### src/sv/iee_pkg.sv
// Shared types, constants and helper functions of the infix expression evaluator.
`default_nettype none

package iee_pkg;

    localparam int VALUE_BITS          = 48;
    localparam int FRACTION_BITS_DFLT  = 16;
    localparam int NUMBER_BITS_DFLT    = 32;
    localparam int CMD_DEPTH_DFLT      = 4;

    localparam logic [VALUE_BITS-1:0] VALUE_MAX = {1'b0, {(VALUE_BITS-1){1'b1}}};
    localparam logic [VALUE_BITS-1:0] VALUE_MIN = {1'b1, {(VALUE_BITS-1){1'b0}}};

    localparam logic [7:0] CH_PLUS   = 8'h2B;
    localparam logic [7:0] CH_MINUS  = 8'h2D;
    localparam logic [7:0] CH_TIMES  = 8'h2A;
    localparam logic [7:0] CH_DIVIDE = 8'h2F;
    localparam logic [7:0] CH_ZERO   = 8'h30;
    localparam logic [7:0] CH_NINE   = 8'h39;

    typedef enum logic [1:0] {
        OP_PLUS   = 2'd0,
        OP_MINUS  = 2'd1,
        OP_TIMES  = 2'd2,
        OP_DIVIDE = 2'd3
    } t_op;

    typedef enum logic [1:0] {
        ST_IDLE,
        ST_MUL,
        ST_DIV,
        ST_END
    } t_back_state;

    typedef struct packed {
        logic [7:0] char_code;
        logic       end_of_text;
    } t_in_item;

    typedef struct packed {
        logic signed [VALUE_BITS-1:0] value;
        logic                         overflowed;
        logic                         divided_by_zero;
    } t_out_item;

    typedef struct packed {
        logic has_num;
        t_op  op;
        logic is_end;
        logic sat;
    } t_cmd_ctl;

    // Returns the overflow flag above the clamped 48-bit sum.
    function automatic logic [VALUE_BITS:0] sat_add(input logic [VALUE_BITS-1:0] a,
                                                     input logic [VALUE_BITS-1:0] b);
        logic [VALUE_BITS:0] s;
        logic [VALUE_BITS:0] r;
        s = {a[VALUE_BITS-1], a} + {b[VALUE_BITS-1], b};
        if (s[VALUE_BITS] != s[VALUE_BITS-1]) begin
            r = {1'b1, (s[VALUE_BITS] ? VALUE_MIN : VALUE_MAX)};
        end else begin
            r = {1'b0, s[VALUE_BITS-1:0]};
        end
        return r;
    endfunction

endpackage

`default_nettype wire

### src/sv/infix_expression_evaluator_top.sv
// Top level of the infix expression evaluator: front end, command queue and back end.
//
// Channel   Direction  Handshake                   Payload
// input     in         push / full  (push & !full) i_data : t_in_item
// result    out        pop / empty  (pop & !empty) o_data : t_out_item
//
// A character or end item is taken while the command queue has room.
// Each command is issued from the idle state; a multiply then runs a shift-and-add loop
// and a nonzero divide a shift-and-subtract loop; an end item passes through the end state.
// Reset is synchronous and clears the number builder, queue, term, sum and flags.
// The queue fills while the back end is busy, and full then holds off new input.
// A held result stalls only the back end; input is still taken until the queue fills.
`default_nettype none

module infix_expression_evaluator_top
    import iee_pkg::*;
#(
    parameter int FRACTION_BITS = FRACTION_BITS_DFLT,
    parameter int NUMBER_BITS   = NUMBER_BITS_DFLT,
    parameter int CMD_DEPTH     = CMD_DEPTH_DFLT
) (
    input  wire logic     i_clk,
    input  wire logic     i_rst_n,
    input  wire logic     push,
    output logic          full,
    input  wire t_in_item i_data,
    output logic          empty,
    input  wire logic     pop,
    output t_out_item     o_data
);

    localparam int CMD_W = $bits(t_cmd_ctl) + NUMBER_BITS;

    logic                   cmd_push;
    t_cmd_ctl               cmd_ctl_in;
    logic [NUMBER_BITS-1:0] cmd_num_in;
    logic                   cmd_full;
    logic                   cmd_pop;
    logic                   cmd_empty;
    logic [CMD_W-1:0]       cmd_head;
    t_cmd_ctl               cmd_ctl_out;
    logic [NUMBER_BITS-1:0] cmd_num_out;

    assign full        = cmd_full;
    assign cmd_ctl_out = t_cmd_ctl'(cmd_head[CMD_W-1:NUMBER_BITS]);
    assign cmd_num_out = cmd_head[NUMBER_BITS-1:0];

    iee_front #(
        .NUMBER_BITS (NUMBER_BITS)
    ) u_front (
        .i_clk      (i_clk),
        .i_rst_n    (i_rst_n),
        .i_push     (push),
        .i_data     (i_data),
        .i_cmd_full (cmd_full),
        .o_cmd_push (cmd_push),
        .o_cmd_ctl  (cmd_ctl_in),
        .o_cmd_num  (cmd_num_in)
    );

    iee_cmd_fifo #(
        .WIDTH (CMD_W),
        .DEPTH (CMD_DEPTH)
    ) u_cmd_fifo (
        .i_clk   (i_clk),
        .i_rst_n (i_rst_n),
        .i_push  (cmd_push),
        .i_data  ({cmd_ctl_in, cmd_num_in}),
        .o_full  (cmd_full),
        .i_pop   (cmd_pop),
        .o_data  (cmd_head),
        .o_empty (cmd_empty)
    );

    iee_back #(
        .FRACTION_BITS (FRACTION_BITS),
        .NUMBER_BITS   (NUMBER_BITS)
    ) u_back (
        .i_clk       (i_clk),
        .i_rst_n     (i_rst_n),
        .i_cmd_empty (cmd_empty),
        .i_cmd_ctl   (cmd_ctl_out),
        .i_cmd_num   (cmd_num_out),
        .o_cmd_pop   (cmd_pop),
        .o_empty     (empty),
        .i_pop       (pop),
        .o_data      (o_data)
    );

endmodule

`default_nettype wire

### src/sv/iee_front.sv
// Front end: accepts characters, builds the decimal number and issues commands.
`default_nettype none

module iee_front
    import iee_pkg::*;
#(
    parameter int NUMBER_BITS = NUMBER_BITS_DFLT
) (
    input  wire logic                   i_clk,
    input  wire logic                   i_rst_n,
    input  wire logic                   i_push,
    input  wire t_in_item               i_data,
    input  wire logic                   i_cmd_full,
    output logic                        o_cmd_push,
    output t_cmd_ctl                    o_cmd_ctl,
    output logic [NUMBER_BITS-1:0]      o_cmd_num
);

    logic [NUMBER_BITS-1:0] r_pend, n_pend;
    logic                   r_digits, n_digits;
    t_op                    r_op, n_op;
    logic                   r_dsat, n_dsat;

    logic                   accept;
    logic                   is_digit;
    logic [3:0]             digit;
    logic [7:0]             digit_wide;
    logic [NUMBER_BITS+3:0] times_ten;
    logic                   digit_ovf;

    assign accept     = i_push && !i_cmd_full;
    assign is_digit   = (i_data.char_code inside {[CH_ZERO:CH_NINE]});
    assign digit_wide = i_data.char_code - CH_ZERO;
    assign digit      = digit_wide[3:0];
    assign times_ten  = ({4'b0, r_pend} << 3) + ({4'b0, r_pend} << 1)
                        + {{NUMBER_BITS{1'b0}}, digit};
    assign digit_ovf  = |times_ten[NUMBER_BITS+3:NUMBER_BITS];

    always_comb begin
        n_pend     = r_pend;
        n_digits   = r_digits;
        n_op       = r_op;
        n_dsat     = r_dsat;
        o_cmd_push = 1'b0;
        o_cmd_ctl  = '{has_num: r_digits, op: r_op, is_end: 1'b0, sat: r_dsat};
        o_cmd_num  = r_pend;
        if (accept) begin
            if (i_data.end_of_text) begin
                o_cmd_push       = 1'b1;
                o_cmd_ctl.is_end = 1'b1;
                n_pend           = '0;
                n_digits         = 1'b0;
                n_op             = OP_PLUS;
                n_dsat           = 1'b0;
            end else if (is_digit) begin
                n_digits = 1'b1;
                if (digit_ovf) begin
                    n_pend = '1;
                    n_dsat = 1'b1;
                end else begin
                    n_pend = times_ten[NUMBER_BITS-1:0];
                end
            end else begin
                if (r_digits) begin
                    o_cmd_push = 1'b1;
                    n_dsat     = 1'b0;
                end
                n_pend   = '0;
                n_digits = 1'b0;
                case (i_data.char_code)
                    CH_PLUS:   n_op = OP_PLUS;
                    CH_MINUS:  n_op = OP_MINUS;
                    CH_TIMES:  n_op = OP_TIMES;
                    CH_DIVIDE: n_op = OP_DIVIDE;
                    default:   n_op = r_op;
                endcase
            end
        end
    end

    always_ff @(posedge i_clk) begin
        if (!i_rst_n) begin
            r_pend   <= '0;
            r_digits <= 1'b0;
            r_op     <= OP_PLUS;
            r_dsat   <= 1'b0;
        end else begin
            r_pend   <= n_pend;
            r_digits <= n_digits;
            r_op     <= n_op;
            r_dsat   <= n_dsat;
        end
    end

endmodule

`default_nettype wire

### src/sv/iee_cmd_fifo.sv
// Small register queue that carries commands from the front end to the back end.
`default_nettype none

module iee_cmd_fifo #(
    parameter int WIDTH = 8,
    parameter int DEPTH = 4
) (
    input  wire logic             i_clk,
    input  wire logic             i_rst_n,
    input  wire logic             i_push,
    input  wire logic [WIDTH-1:0] i_data,
    output logic                  o_full,
    input  wire logic             i_pop,
    output logic [WIDTH-1:0]      o_data,
    output logic                  o_empty
);

    localparam int PTR_W = (DEPTH > 1) ? $clog2(DEPTH) : 1;
    localparam int CNT_W = $clog2(DEPTH + 1);
    localparam logic [PTR_W-1:0] LAST_PTR = PTR_W'(DEPTH - 1);

    logic [WIDTH-1:0] r_mem [DEPTH];
    logic [PTR_W-1:0] r_wr_ptr, n_wr_ptr;
    logic [PTR_W-1:0] r_rd_ptr, n_rd_ptr;
    logic [CNT_W-1:0] r_count, n_count;
    logic             do_push;
    logic             do_pop;

    assign o_full  = (r_count == CNT_W'(DEPTH));
    assign o_empty = (r_count == '0);
    assign o_data  = r_mem[r_rd_ptr];
    assign do_push = i_push && !o_full;
    assign do_pop  = i_pop && !o_empty;

    always_comb begin
        n_wr_ptr = r_wr_ptr;
        n_rd_ptr = r_rd_ptr;
        n_count  = r_count;
        if (do_push) begin
            n_wr_ptr = (r_wr_ptr == LAST_PTR) ? '0 : r_wr_ptr + 1'b1;
        end
        if (do_pop) begin
            n_rd_ptr = (r_rd_ptr == LAST_PTR) ? '0 : r_rd_ptr + 1'b1;
        end
        if (do_push && !do_pop) begin
            n_count = r_count + 1'b1;
        end else if (do_pop && !do_push) begin
            n_count = r_count - 1'b1;
        end
    end

    always_ff @(posedge i_clk) begin
        if (!i_rst_n) begin
            r_wr_ptr <= '0;
            r_rd_ptr <= '0;
            r_count  <= '0;
        end else begin
            r_wr_ptr <= n_wr_ptr;
            r_rd_ptr <= n_rd_ptr;
            r_count  <= n_count;
        end
    end

    always_ff @(posedge i_clk) begin
        if (do_push) begin
            r_mem[r_wr_ptr] <= i_data;
        end
    end

endmodule

`default_nettype wire

### src/sv/iee_back.sv
// Back end: applies numbers to the term and sum, with iterative multiply and divide.
`default_nettype none

module iee_back
    import iee_pkg::*;
#(
    parameter int FRACTION_BITS = FRACTION_BITS_DFLT,
    parameter int NUMBER_BITS   = NUMBER_BITS_DFLT
) (
    input  wire logic                   i_clk,
    input  wire logic                   i_rst_n,
    input  wire logic                   i_cmd_empty,
    input  wire t_cmd_ctl               i_cmd_ctl,
    input  wire logic [NUMBER_BITS-1:0] i_cmd_num,
    output logic                        o_cmd_pop,
    output logic                        o_empty,
    input  wire logic                   i_pop,
    output t_out_item                   o_data
);

    localparam int CNT_W = $clog2(VALUE_BITS);
    localparam int ACC_W = VALUE_BITS + 2;
    localparam logic [VALUE_BITS-1:0] FIX_LIMIT = VALUE_MAX >> FRACTION_BITS;
    localparam logic [CNT_W-1:0] MUL_STEPS = CNT_W'(NUMBER_BITS - 1);
    localparam logic [CNT_W-1:0] DIV_STEPS = CNT_W'(VALUE_BITS - 1);

    t_back_state r_state, n_state;

    logic [VALUE_BITS-1:0]  r_sum, n_sum;
    logic [VALUE_BITS-1:0]  r_term, n_term;
    logic                   r_sat, n_sat;
    logic                   r_zdiv, n_zdiv;
    logic                   r_out_valid, n_out_valid;
    t_out_item              r_out, n_out;

    logic                   r_neg, n_neg;
    logic [VALUE_BITS-1:0]  r_mag, n_mag;
    logic [NUMBER_BITS-1:0] r_num, n_num;
    logic [ACC_W-1:0]       r_acc, n_acc;
    logic                   r_movf, n_movf;
    logic [VALUE_BITS-1:0]  r_quo, n_quo;
    logic [NUMBER_BITS-1:0] r_rem, n_rem;
    logic [CNT_W-1:0]       r_cnt, n_cnt;
    logic                   r_end, n_end;

    logic                   head_valid;
    logic [VALUE_BITS:0]    add_res;
    logic [VALUE_BITS-1:0]  num_wide;
    logic                   fix_ovf;
    logic [VALUE_BITS-1:0]  fix_val;
    logic                   term_neg;
    logic [VALUE_BITS-1:0]  term_mag;
    logic [VALUE_BITS-1:0]  mul_limit;
    logic [ACC_W-1:0]       mul_next;
    logic                   mul_over;
    logic [NUMBER_BITS:0]   div_shift;
    logic                   div_ge;
    logic [NUMBER_BITS:0]   div_diff;
    logic [VALUE_BITS-1:0]  quo_next;
    logic                   last_step;

    assign head_valid = !i_cmd_empty;
    assign add_res    = sat_add(r_sum, r_term);
    assign num_wide   = {{(VALUE_BITS-NUMBER_BITS){1'b0}}, i_cmd_num};
    assign fix_ovf    = (num_wide > FIX_LIMIT);
    assign fix_val    = fix_ovf ? VALUE_MAX : VALUE_BITS'(num_wide << FRACTION_BITS);
    assign term_neg   = r_term[VALUE_BITS-1];
    assign term_mag   = term_neg ? (~r_term + 1'b1) : r_term;
    assign last_step  = (r_cnt == '0);

    assign mul_limit  = r_neg ? VALUE_MIN : VALUE_MAX;
    assign mul_next   = {r_acc[ACC_W-2:0], 1'b0}
                        + (r_num[NUMBER_BITS-1] ? {2'b00, r_mag} : '0);
    assign mul_over   = r_movf || (mul_next > {2'b00, mul_limit});

    assign div_shift  = {r_rem, r_mag[VALUE_BITS-1]};
    assign div_ge     = (div_shift >= {1'b0, r_num});
    assign div_diff   = div_shift - {1'b0, r_num};
    assign quo_next   = {r_quo[VALUE_BITS-2:0], div_ge};

    assign o_empty    = !r_out_valid;
    assign o_data     = r_out;

    always_comb begin
        n_state = r_state;
        case (r_state)
            ST_IDLE: begin
                if (head_valid) begin
                    if (i_cmd_ctl.has_num && i_cmd_ctl.op == OP_TIMES) begin
                        n_state = ST_MUL;
                    end else if (i_cmd_ctl.has_num && i_cmd_ctl.op == OP_DIVIDE
                                 && i_cmd_num != '0) begin
                        n_state = ST_DIV;
                    end else if (i_cmd_ctl.is_end) begin
                        n_state = ST_END;
                    end
                end
            end
            ST_MUL, ST_DIV: begin
                if (last_step) begin
                    n_state = r_end ? ST_END : ST_IDLE;
                end
            end
            ST_END: begin
                if (!r_out_valid) begin
                    n_state = ST_IDLE;
                end
            end
            default: n_state = ST_IDLE;
        endcase
    end

    always_comb begin
        n_sum       = r_sum;
        n_term      = r_term;
        n_sat       = r_sat;
        n_zdiv      = r_zdiv;
        n_out_valid = r_out_valid && !i_pop;
        n_out       = r_out;
        n_neg       = r_neg;
        n_mag       = r_mag;
        n_num       = r_num;
        n_acc       = r_acc;
        n_movf      = r_movf;
        n_quo       = r_quo;
        n_rem       = r_rem;
        n_cnt       = r_cnt;
        n_end       = r_end;
        o_cmd_pop   = 1'b0;
        case (r_state)
            ST_IDLE: begin
                if (head_valid) begin
                    o_cmd_pop = 1'b1;
                    n_end     = i_cmd_ctl.is_end;
                    n_sat     = r_sat || i_cmd_ctl.sat;
                    n_neg     = term_neg;
                    n_mag     = term_mag;
                    n_num     = i_cmd_num;
                    n_acc     = '0;
                    n_movf    = 1'b0;
                    n_quo     = '0;
                    n_rem     = '0;
                    if (i_cmd_ctl.has_num) begin
                        case (i_cmd_ctl.op)
                            OP_PLUS, OP_MINUS: begin
                                n_sum  = add_res[VALUE_BITS-1:0];
                                n_term = (i_cmd_ctl.op == OP_MINUS) ? (~fix_val + 1'b1)
                                                                    : fix_val;
                                n_sat  = r_sat || i_cmd_ctl.sat || add_res[VALUE_BITS]
                                         || fix_ovf;
                            end
                            OP_TIMES: begin
                                n_cnt = MUL_STEPS;
                            end
                            OP_DIVIDE: begin
                                n_cnt = DIV_STEPS;
                                if (i_cmd_num == '0) begin
                                    n_term = '0;
                                    n_zdiv = 1'b1;
                                end
                            end
                            default: n_term = r_term;
                        endcase
                    end
                end
            end
            ST_MUL: begin
                n_num  = r_num << 1;
                n_cnt  = r_cnt - 1'b1;
                n_movf = mul_over;
                if (!mul_over) begin
                    n_acc = mul_next;
                end
                if (last_step) begin
                    if (mul_over) begin
                        n_term = r_neg ? VALUE_MIN : VALUE_MAX;
                        n_sat  = 1'b1;
                    end else begin
                        n_term = r_neg ? (~mul_next[VALUE_BITS-1:0] + 1'b1)
                                       : mul_next[VALUE_BITS-1:0];
                    end
                end
            end
            ST_DIV: begin
                n_mag = r_mag << 1;
                n_cnt = r_cnt - 1'b1;
                n_quo = quo_next;
                n_rem = div_ge ? div_diff[NUMBER_BITS-1:0] : div_shift[NUMBER_BITS-1:0];
                if (last_step) begin
                    n_term = r_neg ? (~quo_next + 1'b1) : quo_next;
                end
            end
            ST_END: begin
                if (!r_out_valid) begin
                    n_out_valid           = 1'b1;
                    n_out.value           = add_res[VALUE_BITS-1:0];
                    n_out.overflowed      = r_sat || add_res[VALUE_BITS];
                    n_out.divided_by_zero = r_zdiv;
                    n_sum                 = '0;
                    n_term                = '0;
                    n_sat                 = 1'b0;
                    n_zdiv                = 1'b0;
                end
            end
            default: n_sum = r_sum;
        endcase
    end

    always_ff @(posedge i_clk) begin
        if (!i_rst_n) begin
            r_state     <= ST_IDLE;
            r_sum       <= '0;
            r_term      <= '0;
            r_sat       <= 1'b0;
            r_zdiv      <= 1'b0;
            r_out_valid <= 1'b0;
        end else begin
            r_state     <= n_state;
            r_sum       <= n_sum;
            r_term      <= n_term;
            r_sat       <= n_sat;
            r_zdiv      <= n_zdiv;
            r_out_valid <= n_out_valid;
        end
    end

    always_ff @(posedge i_clk) begin
        r_out  <= n_out;
        r_neg  <= n_neg;
        r_mag  <= n_mag;
        r_num  <= n_num;
        r_acc  <= n_acc;
        r_movf <= n_movf;
        r_quo  <= n_quo;
        r_rem  <= n_rem;
        r_cnt  <= n_cnt;
        r_end  <= n_end;
    end

    a_pop_needs_head: assert property (@(posedge i_clk) disable iff (!i_rst_n)
        o_cmd_pop |-> head_valid)
        else $error("command popped from an empty queue");

    a_pop_only_idle: assert property (@(posedge i_clk) disable iff (!i_rst_n)
        (r_state != ST_IDLE) |-> !o_cmd_pop)
        else $error("command popped while a command is still in progress");

    a_div_nonzero: assert property (@(posedge i_clk) disable iff (!i_rst_n)
        (r_state == ST_DIV) |-> (r_num != '0))
        else $error("iterative divide started with a zero divisor");

    a_end_clears: assert property (@(posedge i_clk) disable iff (!i_rst_n)
        (r_state == ST_END && !r_out_valid) |=>
            (r_state == ST_IDLE && r_out_valid && r_sum == '0 && r_term == '0
             && !r_sat && !r_zdiv))
        else $error("result load did not clear the expression state");

endmodule

`default_nettype wire
### config.mk
export PLATFORM = sky130hd
export DESIGN_NAME = infix_expression_evaluator_top
export DESIGN_NICKNAME = d
export VERILOG_FILES = /design/src/sv/iee_pkg.sv /design/src/sv/infix_expression_evaluator_top.sv /design/src/sv/iee_front.sv /design/src/sv/iee_cmd_fifo.sv /design/src/sv/iee_back.sv
export SDC_FILE = /design/constraint.sdc
export NUM_CORES = 2
export LEC_CHECK = 0
export BUFFER_PORTS_ARGS = -buffer_cell sky130_fd_sc_hd__buf_4
export CORE_MARGIN = 4
export CORE_UTILIZATION = 30
export CTS_CLUSTER_DIAMETER = 150
export CTS_CLUSTER_SIZE = 10
export DETAILED_ROUTE_END_ITERATION = 6
export GPL_ROUTABILITY_DRIVEN = 0
export SYNTH_ARGS = -nofsm -noshare
export SYNTH_HDL_FRONTEND = slang
export SYNTH_HIERARCHICAL = 1
export SYNTH_SLANG_ARGS = --single-unit
### constraint.sdc
create_clock -name i_clk -period 14.85 [get_ports i_clk]
set_clock_uncertainty 0.15 [all_clocks]
set_input_delay 2.2275 -clock i_clk [delete_from_list [all_inputs] [get_ports i_clk]]
set_output_delay 2.2275 -clock i_clk [all_outputs]
set_load 0.02 [all_outputs]
* Word-level counts from Yosys, hierarchy flattened
Memory sizes are Yosys's and may differ from the RTL's. A register that Yosys moved wholly into a read port is not among the register bits.
Cells that the tools add are included.
** Word-level totals
- Memories kept :: 1
- Output and inout bits :: 52
- Word-level logic and storage cells :: 224
- Input bits :: 13
- Bits in writable memories :: 148
- Register bits after elaboration :: 411
** Memory list
- u_cmd_fifo.r_mem :: words 4, bits a word 37, read ports 1, clocked after memory_dff 1, wr ports 1, RTL line iee_cmd_fifo.sv:22 : logic [WIDTH-1:0] r_mem [DEPTH];
** Cells by class
- Muxes and demuxes :: 90
- Order comparisons :: 5
- Bitwise operators :: 6
- Equal/unequal tests :: 31
- $add $sub $neg :: 15
- Reduce and logical (&&, ||, !) cells :: 51
** Operator list (number)
- 48-bit 2-to-1 mux :: 19
- 48-bit one-hot mux with 2 select lines :: 3
- 48-bit by 1-bit adder with 48-bit output (second input constant) :: 4
- 32-bit 2-to-1 mux :: 6
- 48-bit NOT :: 4
- 48-bit one-hot mux with 4 select lines :: 1
- 49-bit 2-to-1 mux :: 3
- 32-bit one-hot mux with 2 select lines :: 2
- 49-bit one-hot mux with 2 select lines :: 1
- 47-bit one-hot mux with 2 select lines :: 1
- 50-bit by 48-bit adder with 50-bit output :: 1
- 50-bit by 48-bit > comparator with 1-bit output :: 1
- 48-bit by 48-bit adder with 49-bit output :: 1
- 47-bit 2-to-1 mux :: 1
- 35-bit by 33-bit adder with 36-bit output :: 1
- 36-bit by 4-bit adder with 36-bit output :: 1
- 33-bit by 32-bit greater-or-equal comparator with 1-bit output :: 1
- 8-bit by 6-bit == test with 1-bit output (second input constant) :: 4
- 32-bit by 31-bit > comparator with 1-bit output (second input constant) :: 1
- 32-bit logical NOT :: 1
- 32-bit nonzero test :: 1
- 32-bit subtractor :: 1
- 1-bit 2-to-1 mux :: 29
- 2-bit 2-to-1 mux :: 13
- 42 further kinds :: 97

* Logic depth before layout (Yosys ltp)
- Depth in word-level cells :: 10
- Depth in mapped cells :: 29
- Mapped depth without buffers :: 25

* By module
The synthesis kept the hierarchy.
** By module, submodules not included
- iee_back :: cells an instance 3355, area an instance 28721.3 µm², sequential area each 10039.6 µm², instances 1
- iee_cmd_fifo :: cells an instance 244, area an instance 5875.6 µm², sequential area each 4624.4 µm², instances 1
- iee_front :: cells an instance 492, area an instance 3935.0 µm², sequential area each 720.7 µm², instances 1

* Worst setup path after synthesis
No wires, ideal clock.
- Path type :: register -> register
- Start :: register u_back.r_num[31]
- End :: register u_back.r_acc[0], enable pin
- Clock period less this slack :: 7.881 ns
- Required time :: 14.239 ns
- Library setup time :: 0.461 ns
- Path buffers :: 3
- Data arrival time :: 7.270 ns
- Cell stages (with the launch flop) :: 24
- Setup slack :: 6.969 ns
- Cell sequence :: edfxtp_1 > clkbuf_1 > clkbuf_1 > and2_1 > ha_1 > clkbuf_1 > nand4_1 > or3_1 > a211o_1 > o211ai_1 > a21oi_1 > xor2_1 > inv_1 > ha_1 > nand4_1 > or3_1 > or4_1 > o21a_1 > o22ai_1 > a21o_1 > o2111ai_1 > nor3_2 > nor2_1 > nor2b_1
** Between the ends
- Longest elaborated chain between the ends :: 6
** Ends and longest elaborated chain
- from (decl) :: RTL line iee_back.sv:38 : logic [NUMBER_BITS-1:0] r_num, n_num;
- from (signal assigned) :: RTL line iee_back.sv:231 : r_num <= n_num;
- 48-bit 2-to-1 mux :: RTL line iee_back.sv:73 : + (r_num[NUMBER_BITS-1] ? {2'b00, r_mag} : '0);
- 50-bit by 48-bit adder with 50-bit output :: RTL line iee_back.sv:73
- via u_back.mul_next[32] :: RTL line iee_back.sv:54 : logic [ACC_W-1:0] mul_next;
- 50-bit by 48-bit > comparator with 1-bit output :: RTL line iee_back.sv:74 : assign mul_over = r_movf || (mul_next > {2'b00, mul_limit});
- 1-bit logical OR :: RTL line iee_back.sv:74
- 2-bit inequality test (no line)
- 3-bit AND reduction (no line)
- to (signal assigned) :: RTL line iee_back.sv:232 : r_acc <= n_acc;
- to (decl) :: RTL line iee_back.sv:39 : logic [ACC_W-1:0] r_acc, n_acc;
The timed path passes the listed nets, and every way through them passes these cells.
A chain may end at the register's enable or synchronous reset.

* Worst setup path after layout
- Start :: register u_back.r_num[31]
- End :: register u_back.r_term[47]
** Between the ends
- Longest elaborated chain between the ends :: 8
- Elaborated cells on any way between the ends :: 15
- Those cells by class :: add/sub (3); order compare (2); mux (7); bitwise (2); reduce/logical (1)
** Ends and longest elaborated chain
- 48-bit 2-to-1 mux * :: RTL line iee_back.sv:73
- 50-bit by 48-bit adder with 50-bit output * :: RTL line iee_back.sv:73
- via u_back.mul_next[41] :: RTL line iee_back.sv:54
- 48-bit NOT :: RTL line iee_back.sv:179 : n_term = r_neg ? (~mul_next[VALUE_BITS-1:0] + 1'b1)
- 48-bit by 1-bit adder with 48-bit output :: RTL line iee_back.sv:179
- 48-bit 2-to-1 mux :: RTL line iee_back.sv:179
- 48-bit 2-to-1 mux * :: RTL line iee_back.sv:175 : if (mul_over) begin
- 48-bit 2-to-1 mux * :: RTL line iee_back.sv:174 : if (last_step) begin
- 48-bit one-hot mux with 4 select lines * :: RTL line iee_back.sv:130 : case (r_state)
- to (signal assigned) :: RTL line iee_back.sv:220 : r_term <= n_term;
- to (decl) :: RTL line iee_back.sv:30 : logic [VALUE_BITS-1:0] r_term, n_term;
Mark *: on every way through the listed nets, which the timed path passes. The rest lies on a longest branch. The select of a mux whose other input is x is not followed.

==> flow_metrics.tcl <==
set metrics [dict create \
    grt_max_degree 78 \
    synth_warnings 6 \
    relSlewSlack 0.215 \
    postCtsSetupRepairBufs 0 \
    end_kind "flop" \
    crit_fanout 48 \
    r2r_setup_slack_ps 6830 \
    core-area_um2 128000 \
    regToRegStartpoint "u_back/r_num[31]" \
    worst_pin_slew_ps 1180 \
    dp_slack_ps 7090 \
    start_util 0.302 \
    synth-edff-count 415 \
    diodes 0 \
    die-area_um2 134000 \
    rows 131 \
    drive_gt1_frac 0.0903 \
    violations "DRC" \
    cap_violations 0 \
    avgSynthCellArea_um2 9.42 \
    layout_common_cells "edfxtp_1 (415), nand2_1 (381), o21ai_0 (320)" \
    netlist_area_um2 38500 \
    slowest_stage "xnor2_1" \
    overflow 0 \
    hold_path_depth 2 \
    synth_nets 4363 \
    p_per_area_nw_per_um2 242 \
    fin_area_um2 42600 \
    routedWlPerCell_um 20.1 \
    stdcell_count 5769 \
    ys_seq_area_frac 0.399 \
    synth-main-ff-cell "edfxtp_1" \
    io_buffers 64 \
    status "complete, but fails checks" \
    peakVddDrop_mv 0.149 \
    via_per_inst 5.53 \
    die_w_um 366 \
    synth_async_sr_flop_share 0 \
    setup_violations 0 \
    cts_sinks 561 \
    clockPowerShare 0.150 \
    swShare 0.489 \
    ff2ff_path_depth 26 \
    r2r_end "u_back/r_term[47]" \
    cts_max_level 3 \
    yosysTopAreaCellShare 0.323 \
    internal_power_uw 5270 \
    drtIter0Drc 3307 \
    min_to "u_back/r_sum[5]" \
    synth_cells 4091 \
    grt_pass1_vias 29900 \
    synth_cell_types 115 \
    ys_ff_latch 561 \
    cts_resized 0 \
    p_sw_uw 5050 \
    hpwl_um 84500 \
    route.detailed.drc 14 \
    place_area_um2 40600 \
    clockBufferDepth 3 \
    vias 31900 \
    worstHoldStart "u_back/r_sum[5]" \
    worst_path_largest_cell_delay_ps 780 \
    setup_slack_ps 6830 \
    finalCriticalPeriod_ps 8020 \
    postRouteAntennaNets 0 \
    rsz0062_at_grt "false" \
    final_nets 4325 \
    slew_viol_final 0 \
    tns_ps 0 \
    finalHoldViolations 0 \
    root_buffer "clkbuf_16" \
    io_pins 65 \
    cts_hold_buffers 0 \
    area_delta_synth_final_pct 10.6 \
    wl_um 116000 \
    grt_pass1_wl_um 179000 \
    cts_tree "yes" \
    p_seq_frac 0.262 \
    required_ps 15290 \
    die_h_um 366 \
    synthTopCellsByArea "edfxtp_1 (32%), ha_1 (8.2%), dfxtp_1 (7.6%), o21ai_0 (4.2%), a21oi_1 (3.8%)" \
    yosys.area.top_type "edfxtp_1" \
    clock_latency_ps 650 \
    p_comb_frac 0.587 \
    antenna_found_initial 1 \
    arrival_ps 8460 \
    layout_worst_path_cycle_share 0.540 \
    grt_usage 0.165 \
    dp_cells 5647 \
    power.leakage_uw 0.0163 \
    firstDrtPassIters 7 \
    worstSetupPathType "reg -> reg" \
    fmax_mhz 125 \
    cts_buffers 66 \
    clkTransAtPathRegs_ps 60 \
    layout_commonest_cell "edfxtp_1" \
    hold_path_class "reg -> reg" \
    cp-start-kind "flop" \
]
-- metrics by stage --
stage               hold slack, ps   util  total power [uW]
CTS                            317  0.334             10300
floorplan                      259      -              6900
global route                   348  0.334             11000
detailed placement             303  0.318              8650
finish                         313  0.334             10300
global placement               293  0.318              8590
-- critical path: cells and delay by family (launching register included) --
family | cells | cell delay, ps
DFF | 1 | 330
and+or+nand+nor | 8 | 2770
buffers and inverters | 3 | 780
adders and majority gates | 3 | 840
muxes | 1 | 210
AOI/OAI and AO/OA | 10 | 2040
xor gates and xnor gates | 1 | 780
-- power by group through the flow --
stage | logic, uW | registers (uW) | clock network [uW]
floorplan | 4270 | 2630 | 0
global placement | 5860 | 2730 | 0
detailed placement | 5910 | 2740 | 0
CTS | 5950 | 2710 | 1590
global route | 6610 | 2750 | 1660
finish | 6070 | 2710 | 1550
-- metal layers --
| metal | share of wire | up-vias | GRT usage |
|---|---|---|---|
| met2 | 0.45 | 1124 | 0.261 |
| met5 | 0.00013 | - | 0 |
| li1 | - | 15200 | - |
| met4 | 0.039 | 2 | 0.0589 |
| met3 | 0.063 | 242 | 0.0228 |
| met1 | 0.45 | 15400 | 0.230 |
-- sequential cells by signal (all words and copies together) (netlist names), 3 cells and up, named ones only --
signal,cells
u_cmd_fifo/r_mem,148
u_back/o_data,50
u_back/r_acc,49
u_back/r_mag,48
u_back/r_sum,48
u_back/r_term,48
u_back/r_quo,47
u_back/r_num,32
u_back/r_rem,32
u_front/o_cmd_num,32
u_back/r_cnt,6
u_cmd_fifo/r_count,3
-- cells by family (layout without fill, tap and decap cells) --
logic type               count (synthesis)  in the layout  share of synthesized area
AND/OR/NAND/NOR                       1406           1406                      0.183
XOR/XNOR                               220            220                     0.0502
AO/OA/AOI/OAI                         1141           1141                      0.191
buffers and inverters                  355            371                     0.0390
multiplexers                           124            124                     0.0461
adder cells (fa/ha/maj)                284            284                     0.0918
flip-flops                             561            561                      0.399
-- worst max-delay path by stage --
stage	start	end	slack [ps]	depth (start not counted)
floorplan	u_back/r_num[31]	u_back/r_acc[0]	6970	23
global placement	u_back/r_num[31]	u_back/r_term[47]	7170	26
detailed placement	u_back/r_num[31]	u_back/r_term[47]	7090	26
CTS	u_back/r_num[31]	u_back/r_term[47]	7060	26
global route	u_back/r_num[31]	u_back/r_term[47]	6540	26
finish	u_back/r_num[31]	u_back/r_term[47]	6830	26
-- cell type report --
class,instances,area (um2)
Clock inverter,8,199
Multi-Input combinational cell,3175,21800
Fill cell,13000,84900
Inverter,136,510
Tap cell,1662,2080
Sequential cell,561,15400
Timing Repair Buffer,113,848
Clock buffer,114,1830
-- synthesized netlist by cell type, types with 30 or more instances --
cell type and n:
mux2_2 36, a211oi_1 31, and2_1 146, nand2b_1 43, edfxtp_1 415, clkbuf_1 143
mux4_2 30, nor4_1 41, o21ai_0 320, nand2_1 382, nor2_1 315, mux2i_1 51
a21oi_1 295, a21o_1 102, nor3_1 101, buf_2 41, xor2_1 96, dfxtp_1 146
xnor2_1 123, or3_1 52, ha_1 253, nand4_1 63, inv_1 133, o211ai_1 33
nand3_1 89, nor2b_1 31, o31ai_1 40
Power figures use the tool's default switching activity.
